<file path="config.mk">
export PLATFORM = sky130hd
export DESIGN_NAME = overwrite_ring_offset_lookup
export DESIGN_NICKNAME = d
export VERILOG_FILES = /design/src/hdl/orol_pkg.sv /design/src/hdl/orol_ram.sv /design/src/hdl/orol_ctrl.sv /design/src/hdl/overwrite_ring_offset_lookup.sv
export VERILOG_INCLUDE_DIRS = /design/src /design/src/hdl
export SDC_FILE = /design/constraint.sdc
export NUM_CORES = 1
export LEC_CHECK = 0
export BUFFER_PORTS_ARGS = -buffer_cell sky130_fd_sc_hd__buf_2
export CORE_ASPECT_RATIO = 0.6
export CORE_UTILIZATION = 30
export CTS_CLUSTER_DIAMETER = 60
export DETAILED_ROUTE_END_ITERATION = 12
export PLACE_DENSITY_LB_ADDON = 0.2
export SKIP_CTS_REPAIR_TIMING = 1
export SYNTH_ARGS = -nofsm -noshare
export SYNTH_HDL_FRONTEND = slang
export SYNTH_SLANG_ARGS = --single-unit
</file>
<file path="constraint.sdc">
create_clock -name clk -period 10.5 [get_ports clk]
set_input_delay 3.15 -clock clk [delete_from_list [all_inputs] [get_ports clk]]
set_output_delay 3.15 -clock clk [all_outputs]
set_load 0.01 [all_outputs]
</file>
<file path="src/hdl/assert_macros.svh">
// ---------------------------------------------------------------------------
// assertion macros shared by the ring lookup rtl
// ---------------------------------------------------------------------------
`ifndef ASSERT_MACROS_SVH
`define ASSERT_MACROS_SVH

// condition a implies condition b in the same cycle
`define AST_IMPLY(label, clk, rst_n, a, b, msg) \
  label: assert property (@(posedge clk) disable iff (!rst_n) (a) |-> (b)) \
    else $error(msg);

// condition a implies condition b in the following cycle
`define AST_NEXT(label, clk, rst_n, a, b, msg) \
  label: assert property (@(posedge clk) disable iff (!rst_n) (a) |=> (b)) \
    else $error(msg);

`endif

</file>
<file path="src/hdl/orol_pkg.sv">
// ---------------------------------------------------------------------------
// orol_pkg
// types, constants and helpers for the overwriting ring with offset lookup
// ---------------------------------------------------------------------------
`timescale 1ns / 1ps

package orol_pkg;

  localparam int RING_SLOTS = 16;
  localparam int SLOT_W     = (RING_SLOTS > 1) ? $clog2(RING_SLOTS) : 1;
  localparam int LEN_W      = 16;
  localparam int HANDLE_W   = 32;
  localparam int QOFF_W     = 20;
  localparam int HIT_W      = 4;

  localparam logic OP_ADD  = 1'b0;
  localparam logic OP_FIND = 1'b1;

  typedef logic [SLOT_W-1:0] slot_t;

  typedef struct packed {
    logic                op;
    logic [LEN_W-1:0]    record_length;
    logic [HANDLE_W-1:0] record_handle;
    logic [QOFF_W-1:0]   query_offset;
  } orol_in_t;

  typedef struct packed {
    logic                found;
    logic [HIT_W-1:0]    hit_index;
    logic [HANDLE_W-1:0] hit_handle;
    logic [LEN_W-1:0]    hit_length;
    logic [LEN_W-1:0]    byte_in_record;
  } orol_out_t;

  typedef struct packed {
    logic [HANDLE_W-1:0] handle;
    logic [LEN_W-1:0]    length;
  } orol_entry_t;

  typedef struct packed {
    logic        we;
    slot_t       waddr;
    orol_entry_t wdata;
    slot_t       raddr;
  } orol_mem_req_t;

  function automatic slot_t next_slot(input slot_t s);
    if (s == slot_t'(RING_SLOTS - 1)) begin
      return '0;
    end
    return s + slot_t'(1);
  endfunction

endpackage

</file>
<file path="src/hdl/orol_ram.sv">
// ---------------------------------------------------------------------------
// orol_ram
// simple dual port ram, one write port, one read port with registered data
// ---------------------------------------------------------------------------
`timescale 1ns / 1ps

module orol_ram #(
  parameter int DEPTH = 16,
  parameter int WIDTH = 48
) (
  input  logic                                        clk,
  input  logic                                        we,
  input  logic [((DEPTH > 1) ? $clog2(DEPTH) : 1)-1:0] waddr,
  input  logic [WIDTH-1:0]                            wdata,
  input  logic [((DEPTH > 1) ? $clog2(DEPTH) : 1)-1:0] raddr,
  output logic [WIDTH-1:0]                            rdata
);

  logic [WIDTH-1:0] mem [DEPTH];

  always_ff @(posedge clk) begin
    if (we) begin
      mem[waddr] <= wdata;
    end
  end

  always_ff @(posedge clk) begin
    rdata <= mem[raddr];
  end

endmodule

</file>
<file path="src/hdl/orol_ctrl.sv">
// ---------------------------------------------------------------------------
// orol_ctrl
// ring indices, slot valid bits and the find walk over the record memory
// ---------------------------------------------------------------------------
`timescale 1ns / 1ps
`include "assert_macros.svh"

module orol_ctrl (
  input  logic                   clk,
  input  logic                   rst_n,
  input  logic                   in_valid,
  output logic                   in_stall,
  input  orol_pkg::orol_in_t     in_data,
  output orol_pkg::orol_mem_req_t mem_req,
  input  orol_pkg::orol_entry_t  mem_rdata,
  output logic                   res_valid,
  input  logic                   res_take,
  output orol_pkg::orol_out_t    res_data
);

  import orol_pkg::*;

  localparam logic ST_IDLE = 1'b0;
  localparam logic ST_WALK = 1'b1;

  logic                  state_r, state_nxt;
  slot_t                 wr_idx_r, wr_idx_nxt;
  slot_t                 rd_idx_r, rd_idx_nxt;
  logic                  full_r, full_nxt;
  logic [RING_SLOTS-1:0] valid_r;
  slot_t                 slot_r, slot_nxt;
  logic [QOFF_W-1:0]     remain_r, remain_nxt;
  logic                  vld_q_r;
  logic                  res_pend_r, res_pend_nxt;
  orol_out_t             res_r, res_nxt;

  logic                  accept;
  logic                  do_add;
  logic                  do_find;
  logic [LEN_W-1:0]      cur_len;
  logic [QOFF_W-1:0]     cur_len_ext;
  logic                  hit;
  slot_t                 walk_next;
  logic                  walk_last;
  slot_t                 add_wr;
  slot_t                 add_rd;

  assign in_stall = (state_r != ST_IDLE) || res_pend_r;
  assign accept   = in_valid && !in_stall;
  assign do_add   = accept && (in_data.op == OP_ADD);
  assign do_find  = accept && (in_data.op == OP_FIND);

  // slots never written read as zero length
  assign cur_len     = vld_q_r ? mem_rdata.length : '0;
  assign cur_len_ext = {{(QOFF_W - LEN_W){1'b0}}, cur_len};
  assign hit         = remain_r < cur_len_ext;
  assign walk_next   = next_slot(slot_r);
  assign walk_last   = walk_next == wr_idx_r;

  assign add_rd = full_r ? next_slot(rd_idx_r) : rd_idx_r;
  assign add_wr = next_slot(wr_idx_r);

  always_comb begin
    mem_req.we            = do_add;
    mem_req.waddr         = wr_idx_r;
    mem_req.wdata.handle  = in_data.record_handle;
    mem_req.wdata.length  = in_data.record_length;
    // keep the read one slot ahead of the compare during a walk
    mem_req.raddr         = (state_r == ST_WALK) ? walk_next : rd_idx_r;
  end

  always_comb begin
    state_nxt    = state_r;
    wr_idx_nxt   = wr_idx_r;
    rd_idx_nxt   = rd_idx_r;
    full_nxt     = full_r;
    slot_nxt     = slot_r;
    remain_nxt   = remain_r;
    res_pend_nxt = res_pend_r;
    res_nxt      = res_r;

    if (res_take) begin
      res_pend_nxt = 1'b0;
    end

    case (state_r)
      ST_IDLE: begin
        if (do_add) begin
          wr_idx_nxt = add_wr;
          rd_idx_nxt = add_rd;
          if (add_wr == add_rd) begin
            full_nxt = 1'b1;
          end
        end else if (do_find) begin
          state_nxt  = ST_WALK;
          slot_nxt   = rd_idx_r;
          remain_nxt = in_data.query_offset;
        end
      end
      ST_WALK: begin
        if (hit) begin
          res_nxt.found          = 1'b1;
          res_nxt.hit_index      = HIT_W'(slot_r);
          res_nxt.hit_handle     = mem_rdata.handle;
          res_nxt.hit_length     = cur_len;
          res_nxt.byte_in_record = remain_r[LEN_W-1:0];
          res_pend_nxt           = 1'b1;
          state_nxt              = ST_IDLE;
        end else if (walk_last) begin
          res_nxt      = '0;
          res_pend_nxt = 1'b1;
          state_nxt    = ST_IDLE;
        end else begin
          slot_nxt   = walk_next;
          remain_nxt = remain_r - cur_len_ext;
        end
      end
      default: begin
        state_nxt = ST_IDLE;
      end
    endcase
  end

  always_ff @(posedge clk) begin
    if (!rst_n) begin
      state_r    <= ST_IDLE;
      wr_idx_r   <= '0;
      rd_idx_r   <= '0;
      full_r     <= 1'b0;
      valid_r    <= '0;
      res_pend_r <= 1'b0;
    end else begin
      state_r    <= state_nxt;
      wr_idx_r   <= wr_idx_nxt;
      rd_idx_r   <= rd_idx_nxt;
      full_r     <= full_nxt;
      res_pend_r <= res_pend_nxt;
      if (do_add) begin
        valid_r[wr_idx_r] <= 1'b1;
      end
    end
  end

  always_ff @(posedge clk) begin
    slot_r   <= slot_nxt;
    remain_r <= remain_nxt;
    res_r    <= res_nxt;
    vld_q_r  <= valid_r[mem_req.raddr];
  end

  assign res_valid = res_pend_r;
  assign res_data  = res_r;

  `AST_IMPLY(a_walk_no_pending, clk, rst_n, state_r == ST_WALK, !res_pend_r,
             "walk running while a result is still pending")
  `AST_IMPLY(a_full_meets, clk, rst_n, full_r, wr_idx_r == rd_idx_r,
             "ring marked full while indices differ")
  `AST_IMPLY(a_no_write_in_walk, clk, rst_n, mem_req.we, state_r == ST_IDLE,
             "record memory written during a walk")

endmodule

</file>
<file path="src/hdl/overwrite_ring_offset_lookup.sv">
// ---------------------------------------------------------------------------
// overwrite_ring_offset_lookup
// ring of length/handle records that overwrites the oldest, with a lookup
// that maps a byte offset in the joined records to its record
//
// in_* channel: one beat per item. op add stores a record and gives no
//   result; op find gives exactly one result beat on out_*.
// an add writes its record in the cycle it is accepted. a find walks the ring
//   one slot per cycle through the record memory (one read per cycle,
//   registered read data); the time from accept to result ready is set by the
//   number of slots visited before the hit or the end of the stored data.
// one item is worked on at a time; in_stall is high during a walk and while
//   a finished result still waits in the internal result register.
// results go out through an output register, so a new item is taken while
//   the previous result is held by a high out_stall.
// reset (rst_n low, synchronous) empties the ring: all lengths read as zero
//   and both indices return to slot zero; no clearing pass is needed.
// ---------------------------------------------------------------------------
`timescale 1ns / 1ps
`include "assert_macros.svh"

module overwrite_ring_offset_lookup (
  input  logic                clk,
  input  logic                rst_n,
  input  logic                in_valid,
  output logic                in_stall,
  input  orol_pkg::orol_in_t  in_data,
  output logic                out_valid,
  input  logic                out_stall,
  output orol_pkg::orol_out_t out_data
);

  import orol_pkg::*;

  orol_mem_req_t mem_req;
  orol_entry_t   mem_rdata;
  logic          res_valid;
  logic          res_take;
  orol_out_t     res_data;
  logic          out_valid_r, out_valid_nxt;
  orol_out_t     out_data_r;

  orol_ram #(
    .DEPTH (RING_SLOTS),
    .WIDTH ($bits(orol_entry_t))
  ) u_ram (
    .clk   (clk),
    .we    (mem_req.we),
    .waddr (mem_req.waddr),
    .wdata (mem_req.wdata),
    .raddr (mem_req.raddr),
    .rdata (mem_rdata)
  );

  orol_ctrl u_ctrl (
    .clk       (clk),
    .rst_n     (rst_n),
    .in_valid  (in_valid),
    .in_stall  (in_stall),
    .in_data   (in_data),
    .mem_req   (mem_req),
    .mem_rdata (mem_rdata),
    .res_valid (res_valid),
    .res_take  (res_take),
    .res_data  (res_data)
  );

  // output register loads a pending result whenever it is empty or its beat leaves this cycle
  assign res_take = res_valid && (!out_valid_r || !out_stall);

  always_comb begin
    out_valid_nxt = out_valid_r;
    if (res_take) begin
      out_valid_nxt = 1'b1;
    end else if (!out_stall) begin
      out_valid_nxt = 1'b0;
    end
  end

  always_ff @(posedge clk) begin
    if (!rst_n) begin
      out_valid_r <= 1'b0;
    end else begin
      out_valid_r <= out_valid_nxt;
    end
  end

  always_ff @(posedge clk) begin
    if (res_take) begin
      out_data_r <= res_data;
    end
  end

  assign out_valid = out_valid_r;
  assign out_data  = out_data_r;

  `AST_NEXT(a_take_loads, clk, rst_n, res_take, out_valid_r,
            "result taken but output register empty")

endmodule
</file>
==> impl_metrics.yaml <==
layout:
  drive_gt1_share_pct: 12.69
  design_area_sq_um: 44730
  multi_input_area_sq_um: 8750
  final.fill_count: 12450
  ff_latch_area_sq_um: 29470
  fin_util_pct: 35.11
  nNetsFinal: 3071
  area_growth_pct: 15.21
floorplan:
  core_sq_um: 127400
  num_io_pins: 144
  die-area_sq_um: 130900
  core.rowCount: 101
  initial_core_util_pct: 30.48
  die_x_microns: 466.4
  die_h_microns: 280.7
cts:
  clk_path_buf_depth: 3
  clk_pin_slew_worst_paths_ps: 70
  cts.htree.levels: 3
  cts_num_sinks: 1007
  clk-insertion-delay-late_ps: 680
  cts_made_buffers: 96
  cts-root-buf: "clkbuf_16"
  cts_tree: "built"
yosys:
  yosysMostFrequentCell: "edfxtp_1"
  synth_common_cells: "930 x edfxtp_1, 733 x nand2_1, 404 x nand3_1"
  ys.flop_type: "edfxtp_1"
  synth-async-reset-ratio_pct: 0
  ys_seq_area_share_pct: 75.90
  ys_seq_elements: 1007
  synth.avg_cell_area_sq_um: 13.59
  netlist_top_cells_area: "edfxtp_1 72%, nand2_1 7.1%, nand3_1 5.2%"
  synth_area_leader_cell: "edfxtp_1"
  synth_top_area_share_pct: 71.93
  ys_warn_count: 0
  synth_edf_count: 930
  syn_inst: 2856
  synth.distinct_cells: 67
  netlist_area_sq_um: 38820
  syn_nets: 2952
sta:
  relSlewSlack_pct: 24.60
  rsz0062_at_grt: "no"
  skew_ps: 24.02
  max_freq_mhz: 194.5
  fin_crit_ps: 5141
  setup_viol: 0
  period_share_pct: 48.96
  tightest_slew_ps: 1131
  final-hold-violation-count: 0
  worst_slack_ps: 5359
  fin_hold_ws_ps: 408.3
  final-max-slew-violation-count: 0
  tns_ps: 0
worst_setup_path:
  cp.required_ps: 10810
  cp-end-kind: "flip-flop"
  crit_type: "in -> reg"
  cp_num_buf_inv: 3
  crit_path_max_incr_delay_ps: 720
  crit_fanout: 28
  cp_common_cell: "buf_4"
  crit_family: "simple AND/OR/NAND/NOR gates"
  slowest_stage: "nor2_4"
  path_cells: "buf_2 -> nor4b_4 -> buf_4 -> nand2_1 -> nor2_4 -> buf_4"
  crit_arrival_ps: 5450
  start_kind: "input port"
drt:
  vias: 22850
  totalWireLength_mm: 102.1
  wl_per_cell_microns: 21.46
  postRouteAntennaNets: 0
  via_per_inst: 4.801
  drt_iter0_markers: 1967
  drtPass1Iterations: 5
  drc: 0
run:
  maxCapViolCount: 0
global_routing:
  grt_max_degree: 177
  first_global_vias: 21980
  grt_use_total_pct: 15.46
  overflow: 0
  grt_pass1_wl_mm: 151.4
  grt_antenna_before_repair: 4
min_path:
  hp-class: "reg -> reg"
power_and_ir_drop:
  ir_drop_mv: 0.1200
  pwr-share-comb_pct: 8.8
  p_leak_nw: 15.00
  internal_power_mw: 6.752
  power.density_nw_per_um2: 198.6
  switchingPower_mw: 2.131
  sequentialPowerShare_pct: 50.7
  power_frac_clock_pct: 40.4
  sw_frac_of_total_pct: 23.99
place:
  gp_congestion: 0.7394
  dpl.hpwl_mm: 55.22
  place_area_sq_um: 41510
  port_buffers: 143
  place_ws_ps: 4608
status:
  status: "completed"
layer usage:
metal / part of all wire, % / track usage [%]
met4: 2.2 / 4.257
met3: 4.8 / 2.450
met5: 0 / 0
met1: 51 / 23.99
met2: 42 / 22.00
cells in the final DEF (no fill, tap or decap), drive strengths merged, types with 6 or more instances in the layout:
cell	instances
nand3	404
nor3	28
mux2	6
xnor2	16
mux2i	51
inv	20
edfxtp	930
a21oi	25
clkinv	32
o21ai	20
a21o	6
bufinv	10
nand2	733
nor2	69
dfxtp	77
and2	53
a31oi	102
clkbuf	134
a32oi	49
or3	8
ha	22
buf	190
per-stage QoR:
| step | power (mW) | cells |
|---|---|---|
| 5_1_grt | 9.225 | 4758 |
| 3_3_place_gp | 5.388 | 4576 |
| 2_1_floorplan | 5.094 | 2856 |
| 3_5_place_dp | 5.387 | 4576 |
| 6_report | 8.883 | 4759 |
| 4_1_cts | 8.994 | 4756 |
final cells by class:
cell class                      instances  share of cell area (%)
Multi-Input combinational cell       1662                   19.56
Clock inverter                         46                   1.147
Sequential cell                      1007                   65.88
Antenna cell                            3                 0.01678
Clock buffer                          134                   6.037
Tap cell                             1699                   4.753
Inverter                               18                  0.1846
Timing Repair Buffer                  190                   2.417
registers in the layout (all words and copies together), names as in the netlist:
signal,count
u_ram.mem,768
u_ctrl.full_r,1
u_ctrl.valid_r,16
u_ctrl.rd_idx_r,4
u_ctrl.res_data,69
u_ctrl.vld_q_r,1
u_ctrl.state_r,1
u_ctrl.res_valid,1
u_ctrl.remain_r,20
u_ctrl.wr_idx_r,4
out_data,69
u_ctrl.slot_r,4
out_valid,1
u_ram.rdata,48
logic make-up after synthesis:
kind of cell    count (synthesis)  synth area share [%]
simple gates                 1323                 14.88
flops                        1007                 75.90
compound gates                240                 4.328
buf+inv                       187                 2.185
mux                            57                 1.499
fa+ha+maj                      23                0.7606
xor+xnor                       19                0.4480
final timing paths:
path,slack (ps),from,cells past startpoint,to
worst min-delay path,410,u_ctrl.res_data[20],0,out_data[20]
worst max-delay path,5360,in_data[68],6,u_ram.mem[7][12]
worst max register to register,6040,u_ctrl.vld_q_r,10,u_ctrl.res_data[47]
worst min register to register,410,u_ctrl.res_data[20],0,out_data[20]
worst reg2reg max path, stage by stage (launching register included):
cell and delay (ps):
dfxtp_1 810, nand2_1 200, ha_1 410, nor2b_1 160, o21a_1 240, o21ai_1 330, a21oi_2 200, buf_4 260
o2bb2ai_1 260, and2_4 520, buf_4 650
power by group through the flow:
stage	registers [mW]	clock network, mW	logic (mW)
global placement	4.60	0	0.792
detailed placement	4.59	0	0.793
floorplan	4.57	0	0.522
CTS	4.51	3.69	0.797
global route	4.51	3.84	0.874
finish	4.51	3.59	0.785
No activity file was read; power rests on OpenSTA's default activity.
